$ cat config.mk
export PLATFORM = sky130hd
export DESIGN_NAME = sliding_window_pair_sum_check_unit
export DESIGN_NICKNAME = d
export VERILOG_FILES = /design/src/rtl/swpsc_pkg.sv /design/src/rtl/swpsc_scan.sv /design/src/rtl/sliding_window_pair_sum_check_unit.sv
export VERILOG_INCLUDE_DIRS = /design/src /design/src/rtl
export SDC_FILE = /design/constraint.sdc
export NUM_CORES = 2
export LEC_CHECK = 0
export BUFFER_PORTS_ARGS = -buffer_cell sky130_fd_sc_hd__buf_2
export CAP_MARGIN = 15
export CORE_ASPECT_RATIO = 0.75
export CORE_MARGIN = 4
export CORE_UTILIZATION = 64
export DETAILED_ROUTE_END_ITERATION = 8
export PLACE_DENSITY_LB_ADDON = 0.2
export REMOVE_ABC_BUFFERS = 1
export SYNTH_ARGS = -nofsm -noshare
export SYNTH_HDL_FRONTEND = slang
export SYNTH_HIERARCHICAL = 1
export SYNTH_SLANG_ARGS = --single-unit
$ cat constraint.sdc
create_clock -name clock -period 9.45 [get_ports clock]
set_input_delay 0.4725 -clock clock [delete_from_list [all_inputs] [get_ports clock]]
set_output_delay 0.4725 -clock clock [all_outputs]
set_load 0.005 [all_outputs]
$ cat src/rtl/sliding_window_pair_sum_check_unit_macros.svh
// Assertion macros shared by the pair-sum check RTL.
`ifndef SLIDING_WINDOW_PAIR_SUM_CHECK_UNIT_MACROS_SVH
`define SLIDING_WINDOW_PAIR_SUM_CHECK_UNIT_MACROS_SVH

// Same-cycle implication, disabled while reset is high.
`define SWPSC_ASSERT_NOW(lbl, clk, rst, ante, cons, msg) \
   lbl: assert property (@(posedge clk) disable iff (rst) (ante) |-> (cons)) else $error(msg);

// Next-cycle implication, disabled while reset is high.
`define SWPSC_ASSERT_NEXT(lbl, clk, rst, ante, cons, msg) \
   lbl: assert property (@(posedge clk) disable iff (rst) (ante) |=> (cons)) else $error(msg);

`endif

$ cat src/rtl/swpsc_pkg.sv
// Shared types and constants for the sliding-window pair-sum checker.
package swpsc_pkg;

   localparam int VALUE_W = 64;
   localparam int RSP_W   = 8;

   localparam int RSP_TESTED_BIT = 0;
   localparam int RSP_FOUND_BIT  = 1;
   localparam int RSP_FIRST_BIT  = 2;

   // Sequencer commands from the top level to the pair scanner
   typedef struct packed {
      logic               start;
      logic               store;
      logic [VALUE_W-1:0] value;
   } scan_ctrl_type;

   // Scanner status back to the top level
   typedef struct packed {
      logic busy;
      logic done;
      logic found;
   } scan_stat_type;

endpackage

$ cat src/rtl/swpsc_scan.sv
// Window store and shared 65-bit add/compare unit that walks all position pairs.
`include "sliding_window_pair_sum_check_unit_macros.svh"

module swpsc_scan #(
   parameter int WINDOW = 25,
   localparam int IW    = $clog2(WINDOW)
) (
   input  logic                    clock,
   input  logic                    reset,
   input  swpsc_pkg::scan_ctrl_type ctrl,
   input  logic [IW-1:0]           wr_addr,
   output swpsc_pkg::scan_stat_type stat
);

   logic [swpsc_pkg::VALUE_W-1:0] mem_ff [WINDOW];
   logic [swpsc_pkg::VALUE_W-1:0] rd_a_ff, rd_b_ff;

   logic          issue_ff, issue_in;
   logic [IW-1:0] i_ff, i_in;
   logic [IW-1:0] j_ff, j_in;
   logic          pv_ff, pv_in;
   logic          pl_ff, pl_in;
   logic          found_ff, found_in;
   logic          done_ff, done_in;
   logic          is_last;
   logic          match;
   logic [swpsc_pkg::VALUE_W:0] sum;

   // Ring store: one write port, two registered read ports
   always_ff @(posedge clock) begin
      if (ctrl.store) begin
         mem_ff[wr_addr] <= ctrl.value;
      end
      rd_a_ff <= mem_ff[i_ff];
      rd_b_ff <= mem_ff[j_ff];
   end

   always_comb begin
      issue_in = issue_ff;
      i_in     = i_ff;
      j_in     = j_ff;
      is_last  = issue_ff && (j_ff == IW'(WINDOW - 1)) && (i_ff == IW'(WINDOW - 2));
      if (ctrl.start) begin
         issue_in = 1'b1;
         i_in     = '0;
         j_in     = IW'(1);
      end else if (issue_ff) begin
         if (j_ff == IW'(WINDOW - 1)) begin
            if (i_ff == IW'(WINDOW - 2)) begin
               issue_in = 1'b0;
            end else begin
               i_in = i_ff + IW'(1);
               j_in = i_ff + IW'(2);
            end
         end else begin
            j_in = j_ff + IW'(1);
         end
      end

      pv_in = issue_ff;
      pl_in = is_last;

      // Sign-extended sum never wraps, so an out-of-range pair cannot match
      sum      = {rd_a_ff[swpsc_pkg::VALUE_W-1], rd_a_ff}
               + {rd_b_ff[swpsc_pkg::VALUE_W-1], rd_b_ff};
      match    = pv_ff && (sum == {ctrl.value[swpsc_pkg::VALUE_W-1], ctrl.value});
      found_in = ctrl.start ? 1'b0 : (found_ff | match);
      done_in  = pv_ff && pl_ff;
   end

   always_ff @(posedge clock) begin
      if (reset) begin
         issue_ff <= 1'b0;
         i_ff     <= '0;
         j_ff     <= '0;
         pv_ff    <= 1'b0;
         pl_ff    <= 1'b0;
         found_ff <= 1'b0;
         done_ff  <= 1'b0;
      end else begin
         issue_ff <= issue_in;
         i_ff     <= i_in;
         j_ff     <= j_in;
         pv_ff    <= pv_in;
         pl_ff    <= pl_in;
         found_ff <= found_in;
         done_ff  <= done_in;
      end
   end

   assign stat.busy  = issue_ff | pv_ff | done_ff;
   assign stat.done  = done_ff;
   assign stat.found = found_ff;

   `SWPSC_ASSERT_NOW(a_pair_order, clock, reset, issue_ff, j_ff > i_ff, "pair index order broken")
   `SWPSC_ASSERT_NOW(a_start_idle, clock, reset, ctrl.start, !stat.busy, "scan started while busy")
   `SWPSC_ASSERT_NEXT(a_done_pulse, clock, reset, done_ff, !done_ff && !issue_ff, "done not a single pulse")

endmodule

$ cat src/rtl/sliding_window_pair_sum_check_unit.sv
// Top level of the sliding-window pair-sum checker: handshake, ring bookkeeping, result register.
//
//   channel  dir  tdata bits (lsb first)                        tlast/tuser
//   req_     in   [63:0] value (signed)                         none
//   rsp_     out  [0] tested [1] pair_found [2] first_failure   none
//
// A tested item is checked by one shared 65-bit adder/comparator, which
// checks one position pair per cycle.
// Items arriving while the window fills skip the scan and are reported untested.
// req_tready is high only between items; a result waits in the output register.
// Synchronous active-high reset; the window store itself is not cleared.

`include "sliding_window_pair_sum_check_unit_macros.svh"

module sliding_window_pair_sum_check_unit #(
   parameter int WINDOW = 25
) (
   input  logic                          clock,
   input  logic                          reset,
   input  logic                          req_tvalid,
   output logic                          req_tready,
   input  logic [swpsc_pkg::VALUE_W-1:0] req_tdata,  // [63:0] value
   output logic                          rsp_tvalid,
   input  logic                          rsp_tready,
   output logic [swpsc_pkg::RSP_W-1:0]   rsp_tdata   // [0] tested [1] pair_found [2] first_failure
);

   localparam int IW = $clog2(WINDOW);
   localparam int FW = $clog2(WINDOW + 1);

   typedef enum logic [1:0] {ST_IDLE, ST_SCAN, ST_POST} state_type;

   state_type                     state_ff, state_in;
   logic [swpsc_pkg::VALUE_W-1:0] value_ff, value_in;
   logic                          tested_ff, tested_in;
   logic                          found_ff, found_in;
   logic                          failure_seen_ff, failure_seen_in;
   logic [IW-1:0]                 slot_ff, slot_in;
   logic [FW-1:0]                 fill_ff, fill_in;
   logic                          rsp_valid_ff, rsp_valid_in;
   logic [swpsc_pkg::RSP_W-1:0]   rsp_data_ff, rsp_data_in;

   swpsc_pkg::scan_ctrl_type ctrl;
   swpsc_pkg::scan_stat_type stat;

   logic full;
   logic rsp_free;
   logic first;

   swpsc_scan #(.WINDOW(WINDOW)) u_scan (
      .clock   (clock),
      .reset   (reset),
      .ctrl    (ctrl),
      .wr_addr (slot_ff),
      .stat    (stat)
   );

   always_comb begin
      state_in        = state_ff;
      value_in        = value_ff;
      tested_in       = tested_ff;
      found_in        = found_ff;
      failure_seen_in = failure_seen_ff;
      slot_in         = slot_ff;
      fill_in         = fill_ff;
      rsp_valid_in    = rsp_valid_ff;
      rsp_data_in     = rsp_data_ff;
      ctrl.start      = 1'b0;
      ctrl.store      = 1'b0;
      ctrl.value      = value_ff;

      full     = (fill_ff == FW'(WINDOW));
      rsp_free = !rsp_valid_ff || rsp_tready;
      first    = tested_ff && !found_ff && !failure_seen_ff;

      if (rsp_valid_ff && rsp_tready) begin
         rsp_valid_in = 1'b0;
      end

      unique case (state_ff)
         ST_IDLE: begin
            if (req_tvalid) begin
               value_in   = req_tdata;
               tested_in  = full;
               found_in   = 1'b0;
               ctrl.start = full;
               state_in   = full ? ST_SCAN : ST_POST;
            end
         end
         ST_SCAN: begin
            if (stat.done) begin
               found_in = stat.found;
               state_in = ST_POST;
            end
         end
         ST_POST: begin
            if (rsp_free) begin
               // Item is finished: store it in the next ring slot (the oldest entry once full) and report
               ctrl.store      = 1'b1;
               rsp_valid_in    = 1'b1;
               rsp_data_in     = '0;
               rsp_data_in[swpsc_pkg::RSP_TESTED_BIT] = tested_ff;
               rsp_data_in[swpsc_pkg::RSP_FOUND_BIT]  = found_ff;
               rsp_data_in[swpsc_pkg::RSP_FIRST_BIT]  = first;
               failure_seen_in = failure_seen_ff | first;
               slot_in         = (slot_ff == IW'(WINDOW - 1)) ? '0 : slot_ff + IW'(1);
               if (!full) begin
                  fill_in = fill_ff + FW'(1);
               end
               state_in = ST_IDLE;
            end
         end
         default: begin
            state_in = ST_IDLE;
         end
      endcase
   end

   always_ff @(posedge clock) begin
      if (reset) begin
         state_ff        <= ST_IDLE;
         tested_ff       <= 1'b0;
         found_ff        <= 1'b0;
         failure_seen_ff <= 1'b0;
         slot_ff         <= '0;
         fill_ff         <= '0;
         rsp_valid_ff    <= 1'b0;
      end else begin
         state_ff        <= state_in;
         tested_ff       <= tested_in;
         found_ff        <= found_in;
         failure_seen_ff <= failure_seen_in;
         slot_ff         <= slot_in;
         fill_ff         <= fill_in;
         rsp_valid_ff    <= rsp_valid_in;
      end
      value_ff    <= value_in;
      rsp_data_ff <= rsp_data_in;
   end

   assign req_tready = (state_ff == ST_IDLE);
   assign rsp_tvalid = rsp_valid_ff;
   assign rsp_tdata  = rsp_data_ff;

   `SWPSC_ASSERT_NOW(a_found_tested, clock, reset,
      rsp_tvalid && rsp_tdata[swpsc_pkg::RSP_FOUND_BIT],
      rsp_tdata[swpsc_pkg::RSP_TESTED_BIT], "pair found on untested item")
   `SWPSC_ASSERT_NOW(a_first_clean, clock, reset,
      rsp_tvalid && rsp_tdata[swpsc_pkg::RSP_FIRST_BIT],
      rsp_tdata[swpsc_pkg::RSP_TESTED_BIT] && !rsp_tdata[swpsc_pkg::RSP_FOUND_BIT],
      "first failure flag inconsistent")
   `SWPSC_ASSERT_NOW(a_first_once, clock, reset, failure_seen_ff && ctrl.store, !first,
      "second first failure")
   `SWPSC_ASSERT_NOW(a_done_in_scan, clock, reset, stat.done, state_ff == ST_SCAN,
      "scan done outside scan state")
   `SWPSC_ASSERT_NOW(a_fill_bound, clock, reset, 1'b1, fill_ff <= FW'(WINDOW),
      "fill count past window")

endmodule
==> flow_metrics.env <==
export IMPL_status="finished clean"
export IMPL_stdcell_count=6776
export IMPL_p_total_mw=16.60
export IMPL_syn_instance_count=4757
export IMPL_syn_area_mm2=0.08554
export IMPL_slew_headroom=0.1984
export IMPL_seq_area_mm2=0.05328
export IMPL_grt_pass1_wl_um=365200
export IMPL_critPathRequiredTime_ps=9890
export IMPL_hpwl_um=148900
export IMPL_cts_sinks=1826
export IMPL_whs_ps=65.72
export IMPL_slowest_stage="nor2_4"
export IMPL_hold_start="reset"
export IMPL_cts_tree="done"
export IMPL_min_path_cells=2
export IMPL_crit_fanout=24
export IMPL_startpoint_type="flop"
export IMPL_pwr_density_cell_mw_per_mm2=176.0
export IMPL_leakage_nw=28.62
export IMPL_clk_latency_ps=840
export IMPL_postCtsHoldBufs=65
export IMPL_die_x_um=430.2
export IMPL_avgSynthCellArea_um2=17.98
export IMPL_ctsHtreeMaxLevel=4
export IMPL_path_delay_family="simple AND/OR/NAND/NOR gates"
export IMPL_hp_class="input pin to flop"
export IMPL_clk_pin_slew_worst_paths_ps=60
export IMPL_crit_path_end_kind="flop"
export IMPL_syn2layout_area_growth_pct=10.26
export IMPL_dieArea_mm2=0.1396
export IMPL_period_needed_ps=4621
export IMPL_worstSetupPathType="flop to flop"
export IMPL_wire_per_inst_um=37.57
export IMPL_rsz0062_at_grt="false"
export IMPL_finalHoldViolations=0
export IMPL_die_h_um=324.6
export IMPL_crit_chain="and2b_1, nor2_1, nand3b_1, nor2_4, buf_4, buf_4"
export IMPL_postCtsSetupBuffers=0
export IMPL_grt_pass1_vias=50120
export IMPL_final_nets=5020
export IMPL_routed_wl_um=254600
export IMPL_max_cap_viol_count=0
export IMPL_cts_buffers_inserted=169
export IMPL_cts_root_buffer="clkbuf_16"
export IMPL_io_pins=78
export IMPL_n_fill_cell=7843
export IMPL_drt_iter0_markers=7792
export IMPL_slew_violations=0
export IMPL_cp_startpoint="rsp_tvalid"
export IMPL_arrival_ps=5060
export IMPL_max_stage_delay_ps=980
export IMPL_io_buffers=72
export IMPL_start_util=0.6483
export IMPL_grt_usage=0.3677
export IMPL_fmax_mhz=216.4
export IMPL_cp_common_cell="buf_4"
export IMPL_worst_path_buf_inv=2
export IMPL_num_rows=115
export IMPL_rrSetupSlack_ps=4830
export IMPL_grt_max_degree=107
export IMPL_final_antenna_net_count=0
export IMPL_worst_pin_slew_ps=1202
export IMPL_peakVddDrop_v=0.0001949
export IMPL_rr_worst_depth=6
export IMPL_clock_path_buffers=3
export IMPL_place_inst=6396
export IMPL_fin_util=0.7148
export IMPL_core_area_mm2=0.1319
export IMPL_vias_per_cell=7.545
export IMPL_rr_endpoint="u_scan/mem_ff[9][56]"
export IMPL_hold_end="u_scan/issue_ff"
export IMPL_route_detailed_drc=0
export IMPL_cts_resized=0
export IMPL_antenna_found_initial=8
export IMPL_multiInputGateArea_mm2=0.03111
export IMPL_skew_ps=28.92
export IMPL_yosys_warnings=6
export IMPL_via_count=51120
export IMPL_setup_violations=0
export IMPL_r2r_start="rsp_tvalid"
export IMPL_drive_gt1_frac=0.2899
export IMPL_layout_worst_path_cycle_share=0.4890
export IMPL_dr_pass1_iters=6
export IMPL_grt_ovfl_total=0
export IMPL_gp_congestion=1.007
## where the power goes
part | internal, mW | total, mW | switching (mW) | leakage (nW)
Combinational | 0.275 | 0.855 | 0.580 | 9.61
Sequential | 8.89 | 8.98 | 0.0964 | 16.4
Clock | 3.72 | 6.76 | 3.05 | 2.64
## worst max-delay path by stage
stage	slack, ps	end	cells past startpoint
2_1_floorplan	-9820	u_scan/j_ff[0]	6
3_3_place_gp	4840	u_scan/mem_ff[9][55]	7
3_5_place_dp	4730	u_scan/mem_ff[9][20]	7
4_1_cts	4960	u_scan/mem_ff[9][56]	6
5_1_grt	4710	u_scan/mem_ff[9][11]	6
6_report	4830	u_scan/mem_ff[9][56]	6
## cell type report
class,count,area share
Tap cell,1755,0.02328
Clock inverter,99,0.009406
Antenna cell,6,0.0001592
Clock buffer,208,0.04784
Multi-Input combinational cell,2583,0.3298
Inverter,27,0.001154
Sequential cell,1826,0.5649
Timing Repair Buffer,272,0.02343
## per-layer routing
layer	routed length, µm	vias to the layer above	global-route usage
li1	-	20260	-
met5	41	-	0
met1	97120	26430	0.5525
met2	116100	3879	0.5480
met3	32810	544	0.08545
met4	8492	6	0.1136
## registers in the layout, indices dropped and copies added, names as in the netlist, 2 cells and up
| signal | count |
|---|---|
| fill_ff | 5 |
| rsp_tdata | 3 |
| slot_ff | 5 |
| state_ff | 2 |
| u_scan/i_ff | 5 |
| u_scan/j_ff | 5 |
| u_scan/mem_ff | 1600 |
| u_scan/rd_a_ff | 64 |
| u_scan/rd_b_ff | 64 |
| value_ff | 64 |
## cells in the final DEF, fill, tap and decap left out, drive strengths merged, types with 13 or more instances in the layout
cell type and count:
o21ai 181, nor4 24, a21o 14, o2111ai 14, mux2 109, inv 41, nand4 46, clkinv 69
o22ai 44, o211ai 18, a21oi 183, nor2 175, buf 206, dlygate4sd3 65, o21a 13, nand3 35
mux4 824, a211oi 22, ha 72, mux2i 245, xor2 38, edfxtp 1667, nand2 205, clkbuf 208
dfxtp 159, xnor2 53, nor3 33, a2111oi 45
## per-stage QoR
stage	TNS, ps	setup slack, ps	area [µm²]
after floorplan	-1179980	-9818	84240
after global placement	0	4842	88200
after detailed placement	0	4733	88210
after CTS	0	4961	94260
after global routing	0	4712	94310
final	0	4829	94310
(Power assumes the default switching activity.)
